<file path="config.mk">
export PLATFORM = sky130hd
export DESIGN_NAME = journal_record_index_unit_flat
export DESIGN_NICKNAME = d
export VERILOG_FILES = /design/src/sv/jri_pkg.sv /design/src/sv/jri_req_if.sv /design/src/sv/jri_rsp_if.sv /design/src/sv/jri_ctrl.sv /design/src/sv/jri_dpath.sv /design/src/sv/journal_record_index_unit.sv /design/src/flat_wrapper.sv
export SDC_FILE = /design/constraint.sdc
export NUM_CORES = 2
export LEC_CHECK = 0
export BUFFER_PORTS_ARGS = -buffer_cell sky130_fd_sc_hd__buf_2
export CORE_MARGIN = 1
export CORE_UTILIZATION = 43
export DETAILED_ROUTE_END_ITERATION = 7
export PLACE_DENSITY_LB_ADDON = 0.2
export SYNTH_ARGS = -nofsm -noshare
export SYNTH_HDL_FRONTEND = slang
export SYNTH_SLANG_ARGS = --single-unit
</file>
<file path="constraint.sdc">
create_clock -name clk -period 9.95 [get_ports clk]
set_clock_uncertainty 0.05 [all_clocks]
set_input_delay 2.4875 -clock clk [delete_from_list [all_inputs] [get_ports clk]]
set_output_delay 2.4875 -clock clk [all_outputs]
set_load 0.02 [all_outputs]
</file>
<file path="src/sv/jri_pkg.sv">
`timescale 1ns / 1ps
// ----------------------------------------------------------------------------
// jri_pkg
// Shared constants, codes and controller/datapath link types for the
// journal record index.
// ----------------------------------------------------------------------------
package jri_pkg;

  localparam int TABLE_ENTRIES = 64;
  localparam int IDX_W         = $clog2(TABLE_ENTRIES);
  localparam int CNT_W         = $clog2(TABLE_ENTRIES + 1);
  localparam int SECTOR_BYTES  = 6144;
  localparam int MAX_PAYLOAD   = 6;
  localparam int HDR_BYTES     = 4;

  localparam int ACT_W = 2;
  localparam int ID_W  = 16;
  localparam int OFF_W = 13;
  localparam int LEN_W = 3;
  localparam int ST_W  = 3;
  localparam int SUM_W = OFF_W + 1;

  localparam logic [ACT_W-1:0] ACT_CLEAR  = 2'd0;
  localparam logic [ACT_W-1:0] ACT_LOOKUP = 2'd1;
  localparam logic [ACT_W-1:0] ACT_RECORD = 2'd2;
  localparam logic [ACT_W-1:0] ACT_APPEND = 2'd3;

  localparam logic [ST_W-1:0] ST_OK        = 3'd0;
  localparam logic [ST_W-1:0] ST_NOT_FOUND = 3'd1;
  localparam logic [ST_W-1:0] ST_FULL      = 3'd2;
  localparam logic [ST_W-1:0] ST_NO_SPACE  = 3'd3;
  localparam logic [ST_W-1:0] ST_RESERVED  = 3'd4;
  localparam logic [ST_W-1:0] ST_BAD_LEN   = 3'd5;

  typedef struct packed {
    logic load;
    logic scan_step;
    logic exec;
  } cmd_t;

  typedef struct packed {
    logic scan_done;
    logic out_free;
  } sts_t;

endpackage

</file>
<file path="src/sv/jri_req_if.sv">
`timescale 1ns / 1ps
// ----------------------------------------------------------------------------
// jri_req_if
// Request channel: action and its operands.
// ----------------------------------------------------------------------------
interface jri_req_if;
  logic                        valid;
  logic                        ready;
  logic [jri_pkg::ACT_W-1:0]   action;
  logic [jri_pkg::ID_W-1:0]    record_id;
  logic [jri_pkg::OFF_W-1:0]   byte_offset;
  logic [jri_pkg::LEN_W-1:0]   payload_len;

  modport source (output valid, action, record_id, byte_offset, payload_len,
                  input ready);
  modport sink   (input valid, action, record_id, byte_offset, payload_len,
                  output ready);
endinterface

</file>
<file path="src/sv/jri_rsp_if.sv">
`timescale 1ns / 1ps
// ----------------------------------------------------------------------------
// jri_rsp_if
// Response channel: status, offset, overflow flag and journal end.
// ----------------------------------------------------------------------------
interface jri_rsp_if;
  logic                        valid;
  logic                        ready;
  logic [jri_pkg::ST_W-1:0]    status;
  logic [jri_pkg::OFF_W-1:0]   result_offset;
  logic                        overflow_flag;
  logic [jri_pkg::OFF_W-1:0]   end_position;

  modport source (output valid, status, result_offset, overflow_flag, end_position,
                  input ready);
  modport sink   (input valid, status, result_offset, overflow_flag, end_position,
                  output ready);
endinterface

</file>
<file path="src/sv/jri_ctrl.sv">
`timescale 1ns / 1ps
// ----------------------------------------------------------------------------
// jri_ctrl
// Sequencer: accept a request, walk the table, then execute once the
// response register is free.
// ----------------------------------------------------------------------------
module jri_ctrl (
  input  logic          clk,
  input  logic          rst,
  input  logic          in_valid,
  output logic          in_ready,
  input  jri_pkg::sts_t sts,
  output jri_pkg::cmd_t cmd
);

  localparam logic [1:0] S_IDLE = 2'd0;
  localparam logic [1:0] S_SCAN = 2'd1;
  localparam logic [1:0] S_EXEC = 2'd2;

  logic [1:0] state;
  logic [1:0] state_next;

  always_ff @(posedge clk) begin
    if (rst) begin
      state <= S_IDLE;
    end else begin
      state <= state_next;
    end
  end

  always_comb begin
    state_next    = state;
    in_ready      = 1'b0;
    cmd.load      = 1'b0;
    cmd.scan_step = 1'b0;
    cmd.exec      = 1'b0;
    unique case (state)
      S_IDLE: begin
        in_ready = 1'b1;
        if (in_valid) begin
          cmd.load   = 1'b1;
          state_next = S_SCAN;
        end
      end
      S_SCAN: begin
        cmd.scan_step = 1'b1;
        if (sts.scan_done) begin
          state_next = S_EXEC;
        end
      end
      S_EXEC: begin
        if (sts.out_free) begin
          cmd.exec   = 1'b1;
          state_next = S_IDLE;
        end
      end
      default: begin
        state_next = S_IDLE;
      end
    endcase
  end

endmodule

</file>
<file path="src/sv/jri_dpath.sv">
`timescale 1ns / 1ps
// ----------------------------------------------------------------------------
// jri_dpath
// Request latch, id/offset tables, scan pipeline, action decode,
// journal state and response register.
// ----------------------------------------------------------------------------
module jri_dpath (
  input  logic                       clk,
  input  logic                       rst,
  input  logic                       cfg_wr_en,
  input  logic [jri_pkg::ID_W-1:0]   cfg_wr_data,
  input  logic [jri_pkg::ACT_W-1:0]  in_action,
  input  logic [jri_pkg::ID_W-1:0]   in_record_id,
  input  logic [jri_pkg::OFF_W-1:0]  in_byte_offset,
  input  logic [jri_pkg::LEN_W-1:0]  in_payload_len,
  input  jri_pkg::cmd_t              cmd,
  output jri_pkg::sts_t              sts,
  output logic                       out_valid,
  input  logic                       out_ready,
  output logic [jri_pkg::ST_W-1:0]   out_status,
  output logic [jri_pkg::OFF_W-1:0]  out_result_offset,
  output logic                       out_overflow_flag,
  output logic [jri_pkg::OFF_W-1:0]  out_end_position
);

  logic [jri_pkg::ID_W-1:0]  id_mem  [jri_pkg::TABLE_ENTRIES];
  logic [jri_pkg::OFF_W-1:0] off_mem [jri_pkg::TABLE_ENTRIES];

  logic [jri_pkg::ID_W-1:0]  reserved_id;
  logic [jri_pkg::ACT_W-1:0] act_q;
  logic [jri_pkg::ID_W-1:0]  id_q;
  logic [jri_pkg::OFF_W-1:0] off_q;
  logic [jri_pkg::LEN_W-1:0] len_q;

  logic [jri_pkg::CNT_W-1:0] entry_count;
  logic                      overflow_seen;
  logic [jri_pkg::OFF_W-1:0] journal_end;

  logic [jri_pkg::CNT_W-1:0] scan_idx;
  logic                      rd_pend;
  logic [jri_pkg::IDX_W-1:0] rd_slot;
  logic [jri_pkg::ID_W-1:0]  rd_id;
  logic [jri_pkg::OFF_W-1:0] rd_off;
  logic                      hit;
  logic [jri_pkg::IDX_W-1:0] hit_slot;
  logic [jri_pkg::OFF_W-1:0] hit_off;

  logic scan_done;
  logic rd_match;
  logic rd_en;

  logic [jri_pkg::ST_W-1:0]  st_c;
  logic [jri_pkg::OFF_W-1:0] res_c;
  logic [jri_pkg::CNT_W-1:0] count_next;
  logic                      overflow_next;
  logic [jri_pkg::OFF_W-1:0] end_next;
  logic                      id_we;
  logic                      off_we;
  logic [jri_pkg::IDX_W-1:0] wr_slot;
  logic [jri_pkg::OFF_W-1:0] wr_off;

  logic                      len_ok;
  logic                      is_reserved;
  logic                      table_full;
  logic [3:0]                padded;
  logic [4:0]                ent_bytes;
  logic [jri_pkg::SUM_W-1:0] total_rec;
  logic [jri_pkg::SUM_W-1:0] total_app;
  logic [jri_pkg::OFF_W-1:0] clear_end;

  // scan: one read issued per cycle, compared against the request id in the next cycle
  assign scan_done = hit || (!rd_pend && (scan_idx >= entry_count));
  assign rd_match  = rd_pend && (rd_id == id_q);
  assign rd_en     = cmd.scan_step && !scan_done && !rd_match && (scan_idx < entry_count);

  assign sts.scan_done = scan_done;
  assign sts.out_free  = !out_valid || out_ready;

  always_ff @(posedge clk) begin
    if (rst) begin
      reserved_id <= '0;
    end else if (cfg_wr_en) begin
      reserved_id <= cfg_wr_data;
    end
  end

  always_ff @(posedge clk) begin
    if (cmd.load) begin
      act_q <= in_action;
      id_q  <= in_record_id;
      off_q <= in_byte_offset;
      len_q <= in_payload_len;
    end
  end

  always_ff @(posedge clk) begin
    if (rd_en) begin
      rd_id   <= id_mem[scan_idx[jri_pkg::IDX_W-1:0]];
      rd_off  <= off_mem[scan_idx[jri_pkg::IDX_W-1:0]];
      rd_slot <= scan_idx[jri_pkg::IDX_W-1:0];
    end
    if (rd_match && cmd.scan_step) begin
      hit_slot <= rd_slot;
      hit_off  <= rd_off;
    end
  end

  always_ff @(posedge clk) begin
    if (rst) begin
      scan_idx <= '0;
      rd_pend  <= 1'b0;
      hit      <= 1'b0;
    end else if (cmd.load) begin
      scan_idx <= '0;
      rd_pend  <= 1'b0;
      hit      <= 1'b0;
    end else if (cmd.scan_step && !scan_done) begin
      if (rd_match) begin
        hit <= 1'b1;
      end
      rd_pend <= rd_en;
      if (rd_en) begin
        scan_idx <= scan_idx + 1'b1;
      end
    end
  end

  // action decode
  assign len_ok      = (len_q != '0) && (len_q <= jri_pkg::LEN_W'(jri_pkg::MAX_PAYLOAD));
  assign is_reserved = (id_q == reserved_id);
  assign table_full  = (entry_count >= jri_pkg::CNT_W'(jri_pkg::TABLE_ENTRIES));
  assign padded      = ({1'b0, len_q} + 4'd1) & 4'b1110;
  assign ent_bytes   = 5'(jri_pkg::HDR_BYTES) + {1'b0, padded};
  assign total_rec   = {1'b0, off_q} + jri_pkg::SUM_W'(ent_bytes);
  assign total_app   = {1'b0, journal_end} + jri_pkg::SUM_W'(ent_bytes);
  assign clear_end   = (off_q > jri_pkg::OFF_W'(jri_pkg::SECTOR_BYTES)) ?
                       jri_pkg::OFF_W'(jri_pkg::SECTOR_BYTES) : off_q;

  always_comb begin
    st_c          = jri_pkg::ST_OK;
    res_c         = '0;
    count_next    = entry_count;
    overflow_next = overflow_seen;
    end_next      = journal_end;
    id_we         = 1'b0;
    off_we        = 1'b0;
    wr_slot       = entry_count[jri_pkg::IDX_W-1:0];
    wr_off        = off_q;
    unique case (act_q)
      jri_pkg::ACT_CLEAR: begin
        count_next    = '0;
        overflow_next = 1'b0;
        end_next      = clear_end;
      end
      jri_pkg::ACT_LOOKUP: begin
        if (!is_reserved && hit) begin
          res_c = hit_off;
        end else begin
          st_c = jri_pkg::ST_NOT_FOUND;
        end
      end
      jri_pkg::ACT_RECORD: begin
        priority if (!len_ok) begin
          st_c = jri_pkg::ST_BAD_LEN;
        end else if (total_rec > jri_pkg::SUM_W'(jri_pkg::SECTOR_BYTES)) begin
          st_c = jri_pkg::ST_NO_SPACE;
        end else if (is_reserved) begin
          end_next = total_rec[jri_pkg::OFF_W-1:0];
        end else if (hit) begin
          off_we   = 1'b1;
          wr_slot  = hit_slot;
          end_next = total_rec[jri_pkg::OFF_W-1:0];
        end else if (table_full) begin
          overflow_next = 1'b1;
          st_c          = jri_pkg::ST_FULL;
        end else begin
          id_we      = 1'b1;
          off_we     = 1'b1;
          count_next = entry_count + 1'b1;
          end_next   = total_rec[jri_pkg::OFF_W-1:0];
        end
      end
      jri_pkg::ACT_APPEND: begin
        priority if (is_reserved) begin
          st_c = jri_pkg::ST_RESERVED;
        end else if (!len_ok) begin
          st_c = jri_pkg::ST_BAD_LEN;
        end else if (!hit && table_full) begin
          st_c = jri_pkg::ST_FULL;
        end else if (total_app > jri_pkg::SUM_W'(jri_pkg::SECTOR_BYTES)) begin
          st_c = jri_pkg::ST_NO_SPACE;
        end else begin
          res_c    = journal_end;
          wr_off   = journal_end;
          off_we   = 1'b1;
          end_next = total_app[jri_pkg::OFF_W-1:0];
          if (hit) begin
            wr_slot = hit_slot;
          end else begin
            id_we      = 1'b1;
            count_next = entry_count + 1'b1;
          end
        end
      end
      default: begin
        st_c = jri_pkg::ST_OK;
      end
    endcase
  end

  always_ff @(posedge clk) begin
    if (cmd.exec && id_we) begin
      id_mem[wr_slot] <= id_q;
    end
    if (cmd.exec && off_we) begin
      off_mem[wr_slot] <= wr_off;
    end
  end

  always_ff @(posedge clk) begin
    if (rst) begin
      entry_count   <= '0;
      overflow_seen <= 1'b0;
      journal_end   <= '0;
    end else if (cmd.exec) begin
      entry_count   <= count_next;
      overflow_seen <= overflow_next;
      journal_end   <= end_next;
    end
  end

  always_ff @(posedge clk) begin
    if (rst) begin
      out_valid <= 1'b0;
    end else if (cmd.exec) begin
      out_valid <= 1'b1;
    end else if (out_ready) begin
      out_valid <= 1'b0;
    end
  end

  always_ff @(posedge clk) begin
    if (cmd.exec) begin
      out_status        <= st_c;
      out_result_offset <= res_c;
      out_overflow_flag <= overflow_next;
      out_end_position  <= end_next;
    end
  end

endmodule

</file>
<file path="src/sv/journal_record_index_unit.sv">
`timescale 1ns / 1ps
// ----------------------------------------------------------------------------
// journal_record_index_unit
// Record index for an append-only flash journal sector.
// ----------------------------------------------------------------------------
// Usage:
//   req  : valid/ready request channel carrying action, record_id,
//          byte_offset and payload_len. One request is taken when idle.
//   rsp  : valid/ready response channel, one response per request, held
//          in an output register until taken.
//   cfg  : cfg_wr_en/cfg_wr_data write reserved_id; write only while idle.
// Timing: every request walks the filled part of the table until an id
//   matches, one entry per cycle through the registered table read port,
//   then executes once the response register is free. The next request
//   is taken only after the previous one has executed.
// Stall: while rsp is not taken, the next request is still accepted and
//   walked; it waits to execute until the response register frees up.
// Reset: entry count, overflow flag, journal end and reserved_id clear to
//   zero; table contents are not cleared and only filled entries are read.
// ----------------------------------------------------------------------------
module journal_record_index_unit (
  input  logic                      clk,
  input  logic                      rst,
  input  logic                      cfg_wr_en,
  input  logic [jri_pkg::ID_W-1:0]  cfg_wr_data,
  jri_req_if.sink                   req,
  jri_rsp_if.source                 rsp
);

  jri_pkg::cmd_t cmd;
  jri_pkg::sts_t sts;
  logic          in_ready;

  assign req.ready = in_ready;

  jri_ctrl u_ctrl (
    .clk      (clk),
    .rst      (rst),
    .in_valid (req.valid),
    .in_ready (in_ready),
    .sts      (sts),
    .cmd      (cmd)
  );

  jri_dpath u_dpath (
    .clk               (clk),
    .rst               (rst),
    .cfg_wr_en         (cfg_wr_en),
    .cfg_wr_data       (cfg_wr_data),
    .in_action         (req.action),
    .in_record_id      (req.record_id),
    .in_byte_offset    (req.byte_offset),
    .in_payload_len    (req.payload_len),
    .cmd               (cmd),
    .sts               (sts),
    .out_valid         (rsp.valid),
    .out_ready         (rsp.ready),
    .out_status        (rsp.status),
    .out_result_offset (rsp.result_offset),
    .out_overflow_flag (rsp.overflow_flag),
    .out_end_position  (rsp.end_position)
  );

endmodule
</file>
<file path="src/flat_wrapper.sv">
// flat-port wrapper written by rule: the top's interface ports become plain ports
module journal_record_index_unit_flat 
  (clk, rst, cfg_wr_en, cfg_wr_data, req_valid, req_action, req_record_id, req_byte_offset, req_payload_len, req_ready, rsp_valid, rsp_status, rsp_result_offset, rsp_overflow_flag, rsp_end_position, rsp_ready);
  jri_req_if req_i ();
  jri_rsp_if rsp_i ();
  input  logic clk;
  input  logic rst;
  input  logic cfg_wr_en;
  input  logic [jri_pkg::ID_W-1:0] cfg_wr_data;
  input wire logic [$bits(req_i.valid)-1:0] req_valid;
  input wire logic [$bits(req_i.action)-1:0] req_action;
  input wire logic [$bits(req_i.record_id)-1:0] req_record_id;
  input wire logic [$bits(req_i.byte_offset)-1:0] req_byte_offset;
  input wire logic [$bits(req_i.payload_len)-1:0] req_payload_len;
  output wire logic [$bits(req_i.ready)-1:0] req_ready;
  output wire logic [$bits(rsp_i.valid)-1:0] rsp_valid;
  output wire logic [$bits(rsp_i.status)-1:0] rsp_status;
  output wire logic [$bits(rsp_i.result_offset)-1:0] rsp_result_offset;
  output wire logic [$bits(rsp_i.overflow_flag)-1:0] rsp_overflow_flag;
  output wire logic [$bits(rsp_i.end_position)-1:0] rsp_end_position;
  input wire logic [$bits(rsp_i.ready)-1:0] rsp_ready;
  assign req_i.valid = req_valid;
  assign req_i.action = req_action;
  assign req_i.record_id = req_record_id;
  assign req_i.byte_offset = req_byte_offset;
  assign req_i.payload_len = req_payload_len;
  assign req_ready = req_i.ready;
  assign rsp_valid = rsp_i.valid;
  assign rsp_status = rsp_i.status;
  assign rsp_result_offset = rsp_i.result_offset;
  assign rsp_overflow_flag = rsp_i.overflow_flag;
  assign rsp_end_position = rsp_i.end_position;
  assign rsp_i.ready = rsp_ready;
  journal_record_index_unit u_core (.clk(clk), .rst(rst), .cfg_wr_en(cfg_wr_en), .cfg_wr_data(cfg_wr_data), .req(req_i), .rsp(rsp_i));
endmodule
</file>
==> impl_metrics.py <==
metrics = {
    "critical_path": {
        "rr_worst_depth": 15,
        "crit_buf_inv": 2,
        "arrival_ns": 7.80,
        "critPathMostFrequentCell": "ha_1",
        "critical_path.top_delay_family": "compound AO/OA/AOI/OAI gates",
        "cp-startpoint": "u_core.u_dpath.len_q[1]",
        "cp.required_ns": 10.34,
        "timing.rr.start": "u_core.u_dpath.len_q[1]",
        "crit_path_top_delay_cell": "nor4_4",
        "crit_type": "reg -> reg",
        "slowest_delay_ns": 1.00,
        "worstSetupStartpointType": "flip-flop",
        "r2r_end": "u_core.u_dpath.id_mem[45][3]",
        "crit_chain": "ha_1 -> xnor2_2 -> inv_1 -> ha_1 -> ha_1 -> and3_1 -> a211o_1 -> a311oi_1 -> o2111ai_1 -> or4_1 -> a211o_1 -> o22a_4 -> mux2_4 -> buf_4 -> nor4_4",
        "critical_path.max_fanout": 23,
        "cp-end-kind": "flip-flop",
        "reg2reg_slack_ns": 2.54,
    },
    "hold_path": {
        "worst_hold_path.num_cells": 0,
        "min_path_type": "reg -> reg",
        "min_from": "u_core.u_dpath.rd_off[8]",
        "whs_endpoint": "u_core.u_dpath.hit_off[8]",
    },
    "logic_synthesis": {
        "syn_area_per_cell_um2": 22.11,
        "synth_edf_count": 1974,
        "synth_cells": 3618,
        "ys_ff_latch": 2023,
        "yosysWarningCount": 0,
        "syn-cell-area_um2": 80000,
        "synth-seq-area-share_pct": 75.32,
        "synth_ff_type": "edfxtp_1",
        "synth_fp_nets": 3695,
        "ys_async_sr_fraction_pct": 0,
        "synth_cell_types": 79,
    },
    "clock_network": {
        "cts.repair.resized": 0,
        "numClockSinks": 2023,
        "h-tree-depth": 4,
        "cts_hold_buffers": 0,
        "insertion_delay_ns": 0.84,
        "root_buffer": "clkbuf_16",
        "cts_setup_buffers": 0,
        "cts_buffer_depth": 3,
        "clkTransAtPathRegs_ns": 0.06,
        "tritoncts": "done",
        "cts_made_buffers": 198,
    },
    "route": {
        "route.detailed.drc": 0,
        "wl_per_cell_um": 30.09,
        "antenna_left": 0,
        "via_per_inst": 5.958,
        "vias": 38741,
        "drt-total-wl_um": 195700,
        "drt_pass1_iterations": 5,
        "drtIter0Drc": 4292,
    },
    "layout": {
        "final_util_pct": 49.61,
        "fill_cells": 14665,
        "nets": 3947,
        "drive_gt1_share_pct": 33.38,
        "area_delta_synth_final_pct": 14.01,
    },
    "power_and_ir_drop": {
        "power.total_mw": 17.05,
        "pwr-share-comb_pct": 2.7,
        "power_density_nw_per_um2": 187.0,
        "p_int_mw": 13.52,
        "switching_share_pct": 20.74,
        "p_switching_mw": 3.536,
        "clock_power_share_pct": 41.9,
        "ir_drop_mv": 0.1377,
        "p_leak_nw": 27.26,
        "pwr-share-seq_pct": 55.4,
    },
    "floorplan": {
        "num_rows": 157,
        "ios": 87,
        "start_util_pct": 43.51,
        "dieArea_um2": 187800,
        "die_y_um": 433.3,
        "die_w_um": 433.3,
        "core_um2": 183900,
    },
    "sta": {
        "min_period_ns": 7.413,
        "tightest_slew_ns": 1.145,
        "report.final.slew_viol_count": 0,
        "rsz0062_at_grt": "no",
        "max-slew-margin-rel_pct": 21.49,
        "hold_viol": 0,
        "whs_ns": 0.3525,
        "final.period_utilization_pct": 74.50,
        "setup_viol_count_final": 0,
        "max_freq_ghz": 0.1349,
        "setup-tns-final_ns": 0,
    },
    "placed_design": {
        "io_buffers": 86,
        "gp_congestion": 0.9022,
        "hpwl_um": 117400,
    },
    "global_route": {
        "overflow": 0,
        "antenna_found_initial": 18,
        "grtUsageTotal_pct": 20.96,
        "grt_first_pass_wirelength_um": 279500,
        "first_global_vias": 37644,
        "grt_max_degree": 130,
    },
    "run_status": {
        "status": "finished, final reports clean",
    },
    "job": {
        "max_cap_violations": 0,
    },
}
## logic make-up (layout without fill, tap and decap cells)
logic type / after synthesis / in the layout / synth area share (%)
buffers and inverters: 256 / 673 / 1.306
flip-flops: 2023 / 2023 / 75.32
adder cells (fa/ha/maj): 22 / 22 / 0.3441
multiplexers: 658 / 658 / 17.83
AND/OR/NAND/NOR: 400 / 400 / 2.773
AO/OA/AOI/OAI: 208 / 208 / 1.866
XOR/XNOR: 51 / 51 / 0.5677
other: 0 / 3 / 0
## Yosys cell counts, types with 6 or more instances
master / n / share of area, %
edfxtp_1: 1974 / 74
mux4_2: 609 / 17
clkbuf_1: 142 / 0.67
nor4_1: 94 / 0.74
nor2_1: 80 / 0.38
nand2_1: 73 / 0.34
buf_1: 49 / 0.23
dfxtp_1: 49 / 1.2
a21oi_1: 43 / 0.27
xnor2_1: 41 / 0.45
o21ai_0: 36 / 0.23
nor3_1: 34 / 0.21
inv_1: 30 / 0.14
mux2i_1: 28 / 0.35
buf_2: 25 / 0.16
nand3_1: 23 / 0.14
nor4_2: 23 / 0.36
ha_1: 22 / 0.34
nand4_1: 20 / 0.16
a31oi_1: 12 / 0.094
mux2_2: 12 / 0.17
a22o_1: 10 / 0.11
and2_1: 9 / 0.070
nor2b_1: 9 / 0.070
o211ai_1: 9 / 0.084
xor2_1: 9 / 0.099
a211oi_1: 8 / 0.075
a211o_1: 7 / 0.077
nand2b_1: 6 / 0.047
o22ai_1: 6 / 0.047
o31ai_1: 6 / 0.056
or3_1: 6 / 0.047
or4_1: 6 / 0.056
## cells in the final DEF, fill, tap and decap left out, drive strengths merged, types with 6 or more instances in the layout
cell type / n
clkbuf: 245
ha: 22
a211oi: 9
mux2: 17
nor2b: 9
nor4: 117
a211o: 7
mux4: 609
buf: 277
xnor2: 42
mux2i: 32
nand3: 23
a22o: 10
or3: 6
dfxtp: 49
nand2b: 6
or4: 6
nand4: 20
xor2: 9
edfxtp: 1974
nand2: 73
o21ai: 37
a21oi: 43
o22ai: 6
nor2: 80
clkinvlp: 8
a31oi: 12
nor3: 34
o211ai: 10
bufinv: 11
and2: 9
o31ai: 6
clkinv: 96
inv: 36
## how the worst max path moves through the flow
stage | to | slack [ns] | depth (start not counted)
floorplan | u_core.u_dpath.off_mem[0][11] | 2.99 | 16
global placement | u_core.u_dpath.id_mem[45][4] | 2.59 | 15
detailed placement | u_core.u_dpath.id_mem[41][9] | 2.63 | 14
CTS | u_core.u_dpath.id_mem[45][4] | 2.60 | 15
global route | u_core.u_dpath.id_mem[45][4] | 2.05 | 14
finish | u_core.u_dpath.id_mem[45][3] | 2.54 | 15
## flip-flops by register name, summed over array words and instances (netlist names), 16 cells and up
name / count
u_core.u_dpath.id_mem: 1024
u_core.u_dpath.off_mem: 832
u_core.u_dpath.id_q: 16
u_core.u_dpath.rd_id: 16
u_core.u_dpath.reserved_id: 16
## metal layers
layer / GRT usage, % / wire (um)
met5: 0 / 0
met2: 29.99 / 86240
met1: 33.58 / 90870
met4: 4.055 / 2967
met3: 3.830 / 15580
## metrics by stage
stage	area, um2	cells	worst slack, ns
after floorplan	80000	3618	2.992
after CTS	91210	6499	2.605
after detailed placement	85060	6134	2.630
final	91220	6502	2.537
after global routing	91210	6500	2.053
after global placement	85060	6134	2.592
## area by class of cell
class | instances | area (um2) | area share [%]
timing repair buffer | 277 | 1939 | 2.126
sequential | 2023 | 60280 | 66.08
multi-input combinational | 1339 | 19640 | 21.53
tap | 2464 | 3083 | 3.380
antenna | 3 | 7.507 | 0.008230
clock buffer | 245 | 5215 | 5.717
inverter | 31 | 116.4 | 0.1276
clock inverter | 120 | 937.1 | 1.027
## worst register-to-register path: cells and delay by family (launching register included)
| kind | cells | cell delay, ns |
|---|---|---|
| xor+xnor | 1 | 0.44 |
| flops | 1 | 0.44 |
| fa+ha+maj | 3 | 1.03 |
| compound gates | 5 | 1.99 |
| buf+inv | 2 | 0.63 |
| simple gates | 3 | 1.93 |
| mux | 1 | 0.49 |
## power groups by stage
stage | combinational, mW | clock (mW) | sequential [mW]
global placement | 0.444 | 0 | 9.63
global route | 0.486 | 7.60 | 9.45
floorplan | 0.190 | 0 | 9.67
detailed placement | 0.455 | 0 | 9.63
finish | 0.455 | 7.15 | 9.45
CTS | 0.455 | 7.30 | 9.45
Power figures use the tool's default switching activity.
